$ cat config.mk
export PLATFORM = sky130hd
export DESIGN_NAME = fexp_fma
export DESIGN_NICKNAME = d
export VERILOG_FILES = /design/src/rtl/assert_macros.svh /design/src/rtl/fexp_pkg.sv /design/src/rtl/fexp_fma.sv
export SDC_FILE = /design/constraint.sdc
export NUM_CORES = 2
export LEC_CHECK = 0
export BUFFER_PORTS_ARGS = -buffer_cell sky130_fd_sc_hd__clkbuf_2
export CAP_MARGIN = 30
export CORE_ASPECT_RATIO = 1.2
export CORE_MARGIN = 3
export CORE_UTILIZATION = 40
export CTS_CLUSTER_SIZE = 8
export DETAILED_ROUTE_END_ITERATION = 8
export MAX_ROUTING_LAYER = met4
export PLACE_DENSITY = 0.55
export REMOVE_ABC_BUFFERS = 1
export SLEW_MARGIN = 30
export SYNTH_ARGS = -nofsm -noshare
export SYNTH_HDL_FRONTEND = slang
export SYNTH_SLANG_ARGS = --single-unit
$ cat constraint.sdc
create_clock -name clk -period 19.35 [get_ports clk]
set_clock_uncertainty 0.15 [all_clocks]
set_input_delay 3.87 -clock clk [delete_from_list [all_inputs] [get_ports clk]]
set_output_delay 3.87 -clock clk [all_outputs]
set_load 0.05 [all_outputs]
$ cat src/rtl/assert_macros.svh
// ----------------------------------------------------------------------------
// assert_macros.svh
// Shared concurrent assertion macros, sampled on clk, off while rst_n is low.
// ----------------------------------------------------------------------------
`ifndef ASSERT_MACROS_SVH
`define ASSERT_MACROS_SVH

// same-cycle implication
`define SVA_IMPL(lbl, ante, cons, msg) \
  lbl: assert property (@(posedge clk) disable iff (!rst_n) (ante) |-> (cons)) \
    else $error(msg);

// next-cycle implication
`define SVA_NEXT(lbl, ante, cons, msg) \
  lbl: assert property (@(posedge clk) disable iff (!rst_n) (ante) |=> (cons)) \
    else $error(msg);

`endif

$ cat src/rtl/fexp_pkg.sv
// ----------------------------------------------------------------------------
// fexp_pkg
// Types, constants and the 2^(i/64) table for the float32 exp pipeline.
// ----------------------------------------------------------------------------
`default_nettype none

package fexp_pkg;

  typedef struct packed {
    logic [31:0] x_bits;
    logic        is_last;
  } exp_in_t;

  typedef struct packed {
    logic [31:0] y_bits;
    logic        last_out;
  } exp_out_t;

  // register stages inside one fused multiply-add
  localparam int FMA_LAT = 5;

  localparam logic [31:0] MAGIC_BIAS  = 32'h4B40_0000;
  localparam logic [31:0] NEG_MAGIC   = 32'hCB40_0000;
  localparam logic [31:0] ZERO_CUTOFF = 32'hC2CF_F1B4;
  localparam logic [31:0] INF_CUTOFF  = 32'h42B1_7217;
  localparam logic [31:0] LOG2E_X64   = 32'h42B8_AA3B;
  localparam logic [31:0] NEG_LN2_HI  = 32'hBC31_7218;
  localparam logic [31:0] LN2_LO      = 32'h2E02_E308;
  localparam logic [31:0] COEF_C2     = 32'h3EFF_FF85;
  localparam logic [31:0] ONE_F       = 32'h3F80_0000;
  localparam logic [31:0] NEG_ZERO    = 32'h8000_0000;
  localparam logic [31:0] POS_INF     = 32'h7F80_0000;
  localparam logic [31:0] QNAN_F      = 32'h7FC0_0000;
  localparam logic [31:0] MIN_EXPO    = 32'hC100_0000;
  localparam logic [31:0] MAX_EXPO    = 32'h3F80_0000;
  localparam logic [31:0] QUIET_BIT   = 32'h0040_0000;

  localparam logic [31:0] POW2_FRAC [64] = '{
    32'h3F800000, 32'h3F8164D2, 32'h3F82CD87, 32'h3F843A29,
    32'h3F85AAC3, 32'h3F871F62, 32'h3F88980F, 32'h3F8A14D5,
    32'h3F8B95C2, 32'h3F8D1ADF, 32'h3F8EA43A, 32'h3F9031DC,
    32'h3F91C3D3, 32'h3F935A2B, 32'h3F94F4F0, 32'h3F96942D,
    32'h3F9837F0, 32'h3F99E046, 32'h3F9B8D3A, 32'h3F9D3EDA,
    32'h3F9EF532, 32'h3FA0B051, 32'h3FA27043, 32'h3FA43516,
    32'h3FA5FED7, 32'h3FA7CD94, 32'h3FA9A15B, 32'h3FAB7A3A,
    32'h3FAD583F, 32'h3FAF3B79, 32'h3FB123F6, 32'h3FB311C4,
    32'h3FB504F3, 32'h3FB6FD92, 32'h3FB8FBAF, 32'h3FBAFF5B,
    32'h3FBD08A4, 32'h3FBF179A, 32'h3FC12C4D, 32'h3FC346CD,
    32'h3FC5672A, 32'h3FC78D75, 32'h3FC9B9BE, 32'h3FCBEC15,
    32'h3FCE248C, 32'h3FD06334, 32'h3FD2A81E, 32'h3FD4F35B,
    32'h3FD744FD, 32'h3FD99D16, 32'h3FDBFBB8, 32'h3FDE60F5,
    32'h3FE0CCDF, 32'h3FE33F89, 32'h3FE5B907, 32'h3FE8396A,
    32'h3FEAC0C7, 32'h3FED4F30, 32'h3FEFE4BA, 32'h3FF28177,
    32'h3FF5257D, 32'h3FF7D0DF, 32'h3FFA83B3, 32'h3FFD3E0C
  };

endpackage

`default_nettype wire

$ cat src/rtl/fexp_fma.sv
// ----------------------------------------------------------------------------
// fexp_fma
// Pipelined binary32 fused multiply-add, a*b+c, single RNE rounding.
// Stages: unpack/normalize, multiply, align/add, normalize, round/pack.
// ----------------------------------------------------------------------------
`default_nettype none

module fexp_fma (
  input  logic        clk,
  input  logic        ce,
  input  logic [31:0] a,
  input  logic [31:0] b,
  input  logic [31:0] c,
  output logic [31:0] y
);

  function automatic logic [4:0] lzc24(input logic [23:0] v);
    logic [4:0] n;
    n = 5'd0;
    for (int i = 0; i < 24; i++) begin
      if (v[i]) n = 5'(23 - i);
    end
    return n;
  endfunction

  function automatic logic [5:0] lzc63(input logic [62:0] v);
    logic [5:0] n;
    n = 6'd0;
    for (int i = 0; i < 63; i++) begin
      if (v[i]) n = 6'(62 - i);
    end
    return n;
  endfunction

  function automatic logic [61:0] shr_st(input logic [61:0] v, input logic [12:0] d);
    logic [5:0]  sh;
    logic [61:0] mask;
    sh   = d[5:0];
    mask = (62'h1 << sh) - 62'h1;
    if (d >= 13'd63) begin
      return {61'd0, |v};
    end
    return (v >> sh) | {61'd0, |(v & mask)};
  endfunction

  // ---------------- stage 1: unpack, specials, normalize mantissas ----------
  logic        sa, sb, sc, sp;
  logic [7:0]  ea, eb, ec;
  logic [22:0] fa, fb, fc;
  logic [23:0] ma, mb, mc;
  logic        a_zero, b_zero, c_zero, any_nan;
  logic        spec;
  logic [31:0] spec_val;

  always_comb begin
    sa = a[31];
    sb = b[31];
    sc = c[31];
    sp = sa ^ sb;
    ea = a[30:23];
    eb = b[30:23];
    ec = c[30:23];
    fa = a[22:0];
    fb = b[22:0];
    fc = c[22:0];
    ma = {ea != 8'd0, fa};
    mb = {eb != 8'd0, fb};
    mc = {ec != 8'd0, fc};
    a_zero  = (ma == 24'd0);
    b_zero  = (mb == 24'd0);
    c_zero  = (mc == 24'd0);
    any_nan = (ea == 8'hFF && fa != 23'd0) || (eb == 8'hFF && fb != 23'd0) ||
              (ec == 8'hFF && fc != 23'd0);
  end

  always_comb begin
    spec     = 1'b1;
    spec_val = fexp_pkg::QNAN_F;
    priority if (any_nan) begin
      spec_val = fexp_pkg::QNAN_F;
    end else if (ea == 8'hFF || eb == 8'hFF) begin
      if (a_zero || b_zero) begin
        spec_val = fexp_pkg::QNAN_F;
      end else if (ec == 8'hFF && sc != sp) begin
        spec_val = fexp_pkg::QNAN_F;
      end else begin
        spec_val = {sp, fexp_pkg::POS_INF[30:0]};
      end
    end else if (ec == 8'hFF) begin
      spec_val = c;
    end else if ((a_zero || b_zero) && c_zero) begin
      spec_val = (sp && sc) ? fexp_pkg::NEG_ZERO : 32'd0;
    end else if (a_zero || b_zero) begin
      spec_val = c;
    end else begin
      spec = 1'b0;
    end
  end

  logic [4:0]         lza, lzb, lzc;
  logic signed [12:0] ea_n, eb_n, ec_n;

  always_comb begin
    lza  = lzc24(ma);
    lzb  = lzc24(mb);
    lzc  = lzc24(mc);
    ea_n = 13'((ea == 8'd0) ? 8'd1 : ea) - 13'(lza);
    eb_n = 13'((eb == 8'd0) ? 8'd1 : eb) - 13'(lzb);
    ec_n = 13'((ec == 8'd0) ? 8'd1 : ec) - 13'(lzc);
  end

  logic [23:0]        s1_ma_r, s1_mb_r, s1_mc_r;
  logic signed [12:0] s1_ea_r, s1_eb_r, s1_ec_r;
  logic               s1_sp_r, s1_sc_r, s1_cz_r, s1_spec_r;
  logic [31:0]        s1_sval_r;

  always_ff @(posedge clk) begin
    if (ce) begin
      s1_ma_r   <= ma << lza;
      s1_mb_r   <= mb << lzb;
      s1_mc_r   <= mc << lzc;
      s1_ea_r   <= ea_n;
      s1_eb_r   <= eb_n;
      s1_ec_r   <= ec_n;
      s1_sp_r   <= sp;
      s1_sc_r   <= sc;
      s1_cz_r   <= c_zero;
      s1_spec_r <= spec;
      s1_sval_r <= spec_val;
    end
  end

  // ---------------- stage 2: multiply -------------------------------------
  logic [47:0]        prod;
  logic [61:0]        mp62_nxt;
  logic signed [12:0] ep_nxt, ecx_nxt;

  always_comb begin
    prod     = 48'(s1_ma_r) * 48'(s1_mb_r);
    mp62_nxt = prod[47] ? {prod, 14'd0} : {prod[46:0], 15'd0};
    ep_nxt   = s1_ea_r + s1_eb_r - 13'sd300 - (prod[47] ? 13'sd14 : 13'sd15);
    ecx_nxt  = s1_ec_r - 13'sd188;
  end

  logic [61:0]        s2_mp_r, s2_mc_r;
  logic signed [12:0] s2_ep_r, s2_ecx_r;
  logic               s2_sp_r, s2_sc_r, s2_cz_r, s2_spec_r;
  logic [31:0]        s2_sval_r;

  always_ff @(posedge clk) begin
    if (ce) begin
      s2_mp_r   <= mp62_nxt;
      s2_mc_r   <= {s1_mc_r, 38'd0};
      s2_ep_r   <= ep_nxt;
      s2_ecx_r  <= ecx_nxt;
      s2_sp_r   <= s1_sp_r;
      s2_sc_r   <= s1_sc_r;
      s2_cz_r   <= s1_cz_r;
      s2_spec_r <= s1_spec_r;
      s2_sval_r <= s1_sval_r;
    end
  end

  // ---------------- stage 3: align and add --------------------------------
  logic [61:0]        mp_al, mc_al;
  logic signed [12:0] e_al;
  logic [62:0]        sum_nxt;
  logic               sgn_nxt;

  always_comb begin
    mp_al = s2_mp_r;
    mc_al = s2_mc_r;
    e_al  = s2_ep_r;
    if (s2_cz_r) begin
      mc_al = 62'd0;
    end else if (s2_ep_r >= s2_ecx_r) begin
      mc_al = shr_st(s2_mc_r, 13'(s2_ep_r - s2_ecx_r));
    end else begin
      mp_al = shr_st(s2_mp_r, 13'(s2_ecx_r - s2_ep_r));
      e_al  = s2_ecx_r;
    end
    if (s2_sp_r == s2_sc_r || s2_cz_r) begin
      sum_nxt = 63'(mp_al) + 63'(mc_al);
      sgn_nxt = s2_sp_r;
    end else if (mp_al >= mc_al) begin
      sum_nxt = 63'(mp_al - mc_al);
      sgn_nxt = s2_sp_r;
    end else begin
      sum_nxt = 63'(mc_al - mp_al);
      sgn_nxt = s2_sc_r;
    end
  end

  logic [62:0]        s3_sum_r;
  logic signed [12:0] s3_e_r;
  logic               s3_sgn_r, s3_spec_r;
  logic [31:0]        s3_sval_r;

  always_ff @(posedge clk) begin
    if (ce) begin
      s3_sum_r  <= sum_nxt;
      s3_e_r    <= e_al;
      s3_sgn_r  <= sgn_nxt;
      s3_spec_r <= s2_spec_r;
      s3_sval_r <= s2_sval_r;
    end
  end

  // ---------------- stage 4: normalize ------------------------------------
  logic [5:0] lzs;

  always_comb begin
    lzs = lzc63(s3_sum_r);
  end

  logic [62:0]        s4_m_r;
  logic signed [12:0] s4_be_r;
  logic               s4_sgn_r, s4_zero_r, s4_spec_r;
  logic [31:0]        s4_sval_r;

  always_ff @(posedge clk) begin
    if (ce) begin
      s4_m_r    <= s3_sum_r << lzs;
      s4_be_r   <= s3_e_r + 13'sd189 - 13'(lzs);
      s4_sgn_r  <= s3_sgn_r;
      s4_zero_r <= (s3_sum_r == 63'd0);
      s4_spec_r <= s3_spec_r;
      s4_sval_r <= s3_sval_r;
    end
  end

  // ---------------- stage 5: round and pack -------------------------------
  logic [12:0] rsh;
  logic [5:0]  sh6;
  logic [63:0] mm, q64;
  logic        gbit, stk, rnd;
  logic [31:0] expf, bits, res;

  always_comb begin
    rsh  = (s4_be_r < 13'sd1) ? 13'(13'sd40 - s4_be_r) : 13'd39;
    sh6  = rsh[5:0];
    mm   = {1'b0, s4_m_r};
    q64  = 64'd0;
    gbit = 1'b0;
    stk  = 1'b0;
    if (rsh < 13'd64) begin
      q64  = mm >> sh6;
      gbit = mm[sh6 - 6'd1];
      stk  = |(mm & ((64'h1 << (sh6 - 6'd1)) - 64'h1));
    end
    rnd  = gbit && (stk || q64[0]);
    expf = (s4_be_r < 13'sd1) ? 32'd0 : 32'(s4_be_r - 13'sd1);
    bits = (expf << 23) + q64[31:0] + {31'd0, rnd};
    if (bits >= fexp_pkg::POS_INF || s4_be_r >= 13'sd255) begin
      bits = fexp_pkg::POS_INF;
    end
    priority if (s4_spec_r) begin
      res = s4_sval_r;
    end else if (s4_zero_r) begin
      res = 32'd0;
    end else begin
      res = {s4_sgn_r, bits[30:0]};
    end
  end

  logic [31:0] y_r;

  always_ff @(posedge clk) begin
    if (ce) begin
      y_r <= res;
    end
  end

  assign y = y_r;

endmodule

`default_nettype wire

==> After elaboration in Yosys (flattened, before gate mapping) <==
Index checks and enable logic that the tools add are counted.
{ "totals": {"regBits": 548, "out_inout_bits": 32} }
{ "classes": {"muxes": 178, "eq_ne": 5, "order_cmp": 9, "bitwise_logic": 6, "addsub": 22, "n_shift": 10, "n_mul": 1, "n_reduce_logical": 33} }
{ "op_table": {"columns": ["op", "count"], "rows": [
  ["two-way mux 62 bit", 8],
  ["two-way mux 6 bit", 63],
  ["two-way mux 5 bit", 72],
  ["two-way mux 32 bit", 10],
  ["OR reduction 62 bit", 3],
  ["two-way mux 63 bit", 2],
  ["subtractor 62 x 62 -> 63 bit", 2],
  ["bitwise AND 62 bit", 2],
  ["OR 62 x 1 -> 62 bit", 2],
  ["<< shifter 1 x 6 -> 62 bit, first input constant", 2],
  ["right shift 62 x 6 -> 62 bit", 2],
  ["subtractor 62 x 1 -> 62 bit, second input constant", 2],
  ["logical NOT 24 bit", 3],
  ["<< shifter 24 x 5 -> 24 bit", 3],
  ["nonzero test 23 bit", 3],
  ["bitwise AND 63 x 64 -> 64 bit", 1],
  ["OR reduction 64 bit", 1],
  ["<< shifter 1 x 6 -> 64 bit, first input constant", 1],
  ["subtractor 64 x 1 -> 64 bit, second input constant", 1],
  ["adder 62 x 62 -> 63 bit", 1],
  ["logical NOT 63 bit", 1],
  ["<< shifter 63 x 6 -> 63 bit", 1],
  ["right shift 63 x 6 -> 32 bit", 1],
  [">= comparator 62 bit", 1],
  ["other kinds (38)", 76]
]} }

==> Depth between registers and ports, before layout <==
{ "depth": {"word_depth": 64, "ltp_mapped": 46, "depth_no_buf": 42} }

==> Least setup slack after synthesis <==
Ideal clock, no wire load.
{ "synth_timing": {"path_type": "register to register", "startpoint": "register s1_mb_r[3]", "endpoint": "register s2_ep_r[11] (data pin)", "setup_time_ns": 0.262, "t_arrival_ns": 10.583, "stages_incl_launch_ff": 43, "slack_ns": 8.354, "period_less_slack_ns": 10.996, "path_buffers": 3, "path_cell_list": "edfxtp_1 clkbuf_1 nand2_1 fa_1 inv_1 fa_1 fa_1 inv_1 fa_1 fa_1 inv_1 fa_1 fa_1 ha_1 a21o_1 a21o_1 a21o_1 a21oi_1 (+7 left out) o21ai_0 a2111oi_2 nor3_1 clkbuf_1 buf_2 ha_1 inv_1 ha_1 ha_1 fa_1 a21o_1 a21oi_1 o21bai_1 a21oi_1 o21bai_1 a21o_1 a21oi_1 xor2_1"} }
{ "synth_between": {"elab_chain_len": 3} }
{ "synth_rtl": {"columns": ["element", "line_no", "text"], "rows": [
  ["start: declaration", "fexp_fma.sv:112", "logic [23:0] s1_ma_r, s1_mb_r, s1_mc_r;"],
  ["start signal: assignment", "fexp_fma.sv:120", "s1_mb_r <= mb << lzb;"],
  ["multiplier 24 x 24 -> 48 bit", "fexp_fma.sv:139", "prod = 48'(s1_ma_r) * 48'(s1_mb_r);"],
  ["two-way mux 1 bit", "fexp_fma.sv:141", "ep_nxt = s1_ea_r + s1_eb_r - 13'sd300 - (prod[47] ? 13'sd14 : 13'sd15);"],
  ["subtractor 13 x 5 -> 13 bit", "fexp_fma.sv:141", null],
  ["named net ep_nxt[11]", "fexp_fma.sv:136", "logic signed [12:0] ep_nxt, ecx_nxt;"],
  ["end signal: assignment", "fexp_fma.sv:154", "s2_ep_r <= ep_nxt;"],
  ["end: declaration", "fexp_fma.sv:146", "logic signed [12:0] s2_ep_r, s2_ecx_r;"]
]} }
The timed path passes the listed nets, and every way through them passes these cells.
A chain may end at the register's enable or synchronous reset.

==> Final worst setup path <==
{ "layout_timing": {"startpoint": "register s1_mb_r[1]", "endpoint": "register s2_ep_r[11] (data pin)"} }
The elaborated chain is that of the path after synthesis.

==> results by group <==
Status
  – Outcome: complete, no violations

Drt
  – DR vias/cell: 6.211
  – Avg WL per Cell: 27.87 um
  – DR pass1 iterations: 9
  – Drt drc: 0
  – Detailed-route via count: 65930
  – Aggregate routed wire length: 295.9 mm
  – DRT iter0 DRCs: 6185
  – Remaining antenna violation count after routing: 0

Setup path
  – Crit path max fanout: 24
  – Slowest stage delay, CP: 0.96 ns
  – CP Class: reg -> reg
  – CP Capture Type: register
  – Critical Path Most Common Cell: fa_1
  – Critical Path Source Type: register
  – Crit path required time: 19.63 ns
  – Worst Path Arrival: 12.34 ns
  – Slowest cell on crit path: edfxtp_1

Final layout
  – Final Non-Filler Cells: 10620
  – Share of cells above drive strength 1: 8.327%
  – Area grow syn2layout: 7.505%
  – # fillers: 17690
  – Nets: 9326

Timing
  – Min Tclk post-route: 12.05 ns
  – Final Hold Viols: 0
  – Max Slew Vio Count: 0
  – # setup viols final: 0
  – Final worst-path cycle share: 62.30%
  – Max transition margin: 26.49%
  – F_max: 0.08295 GHz
  – Unrepaired setup endpoints after global routing: false
  – Setup tns final: 0 ns
  – Worst slew pin tran: 1.091 ns

Floorplanning
  – Die area: 184900 um^2
  – Die width: 393.0 um
  – Initial Utilization: 40.48%
  – Core area: 177600 um^2
  – IO Pins: 130
  – Vert. Die Dim: 470.4 um
  – # rows: 169

Global route
  – Antenna violations before repair: 8
  – Largest net degree at the start of global routing: 150
  – Number of global-route vias before repair: 65480
  – GR Util All Layers: 32.18%
  – Total global routing overflow: 0
  – Global-route wire length before repair: 435.3 mm

Logic synthesis
  – Top-count cell post-synth: nand2_1
  – Yosys warnings: 0
  – Synth Flop Type: edfxtp_1
  – Top cell type's share of synthesized area: 21.80%
  – Post-synth EDFFs: 522
  – Post-synthesis async set-or-reset flop share: 0%
  – Top cells by count, synth: 1014 x nand2_1, 750 x inv_1, 658 x a21oi_1
  – Cell Area, Synth: 71900 um^2
  – Synth cell types: 96
  – Syn Inst Count: 8417
  – Top cells by area, synth: edfxtp_1 22%, fa_1 14%, ha_1 7.8%, mux2i_1 6.5%, nand2_1 5.3%
  – Leading area contributor after synthesis: edfxtp_1
  – Mapped Avg Cell Area: 8.542 um^2
  – Seq cells post-synth: 522
  – Sequential area share after synthesis: 21.80%

Place
  – Final GP Congestion: 1.084
  – Placed Instances: 10510
  – Final HPWL DP: 233.2 mm
  – Port Buffers: 129

Clock tree
  – CTS H-tree lvls: 3
  – Post-CTS Setup Inserts: 0
  – Worst-path clk slew: 0.05 ns
  – Clock root buffer: clkbuf_16
  – CTS Sinks: 522
  – CTS resizes: 0
  – Max Root-Sink Buffers: 3
  – Clock Latency Late Sink: 0.69 ns
  – CTS tree: built
  – Inserted Clock Buffers: 77
  – # hold bufs at CTS: 0

Job
  – Max Cap Violations: 0

Worst hold path
  – Worst Hold Class: reg -> reg
==> sequential cells by signal, summed over array words and instances (netlist names), 24 cells and up <==
signal     count
s1_ma_r       24
s1_mb_r       24
s1_mc_r       24
s1_sval_r     32
s2_mc_r       24
s2_mp_r       48
s2_sval_r     32
s3_sum_r      63
s3_sval_r     32
s4_m_r        63
s4_sval_r     32
y             32
==> stage by stage <==
step	hold WS (ns)	instance area, um^2	utilization (%)	worst slack [ns]
2_1_floorplan	0.2503	69910	-	5.575
3_3_place_gp	0.2502	74960	42.20	7.028
3_5_place_dp	0.2545	75040	42.25	7.035
4_1_cts	0.2188	77180	43.45	7.075
5_1_grt	0.2356	77290	43.52	6.637
6_report	0.2284	77300	43.52	7.295
==> cell usage in the layout, fill, tap and decap left out, types with 245 or more instances in the layout <==
| cell | instances |
|---|---|
| a21oi_1 | 658 |
| and2_1 | 245 |
| edfxtp_1 | 522 |
| fa_1 | 490 |
| ha_1 | 449 |
| inv_1 | 749 |
| mux2i_1 | 466 |
| nand2_1 | 1008 |
| nor2_1 | 554 |
| o21ai_0 | 418 |
==> layout make-up <==
| class | instances | area (um^2) | area share (%) |
|---|---|---|---|
| Antenna cell | 10 | 25.02 | 0.03237 |
| Clock buffer | 79 | 1934 | 2.502 |
| Clock inverter | 13 | 205.2 | 0.2655 |
| Inverter | 759 | 2849 | 3.686 |
| Multi-Input combinational cell | 6632 | 51780 | 66.99 |
| Sequential cell | 522 | 15680 | 20.28 |
| Tap cell | 2308 | 2888 | 3.736 |
| Timing Repair Buffer | 293 | 1942 | 2.512 |
==> layer usage <==
layer	vias up	part of all wire, %	global-route usage [%]
li1	29660	-	-
met1	32520	39	38.15
met2	2948	49	53.26
met3	808	6.4	4.018
met4	0	6.3	17.00
met5	-	0	-
==> critical path: cells and delay by family (launching register included) <==
| family | cells | cell delay (ns) |
|---|---|---|
| DFF | 1 | 0.96 |
| adders and majority gates | 12 | 5.07 |
| xor gates and xnor gates | 1 | 0.08 |
| and+or+nand+nor | 2 | 0.54 |
| buffers and inverters | 3 | 0.16 |
| AOI/OAI and AO/OA | 20 | 4.88 |
==> path summary, 6_finish.rpt <==
kind,from,to,slack [ns],cells past startpoint
hold / removal,s2_sval_r[15],s3_sval_r[15],0.23,0
setup reg to reg,s1_mb_r[1],s2_ep_r[11],7.30,38
hold reg to reg,s2_sval_r[15],s3_sval_r[15],0.23,0
setup / recovery,s1_mb_r[1],s2_ep_r[11],7.30,38
==> cells by family after synthesis <==
logic type      after synthesis  share of synthesized area, %
compound gates             2210                         19.87
simple gates               2620                         16.95
fa+ha+maj                   944                         21.56
xor+xnor                    213                         2.595
mux                         642                         10.48
flops                       522                         21.80
buf+inv                    1265                         6.740
other cells                   1                      0.005215
Power is not shown: default switching activity piles up to over one toggle a cycle in this logic, so the estimate is an artifact.
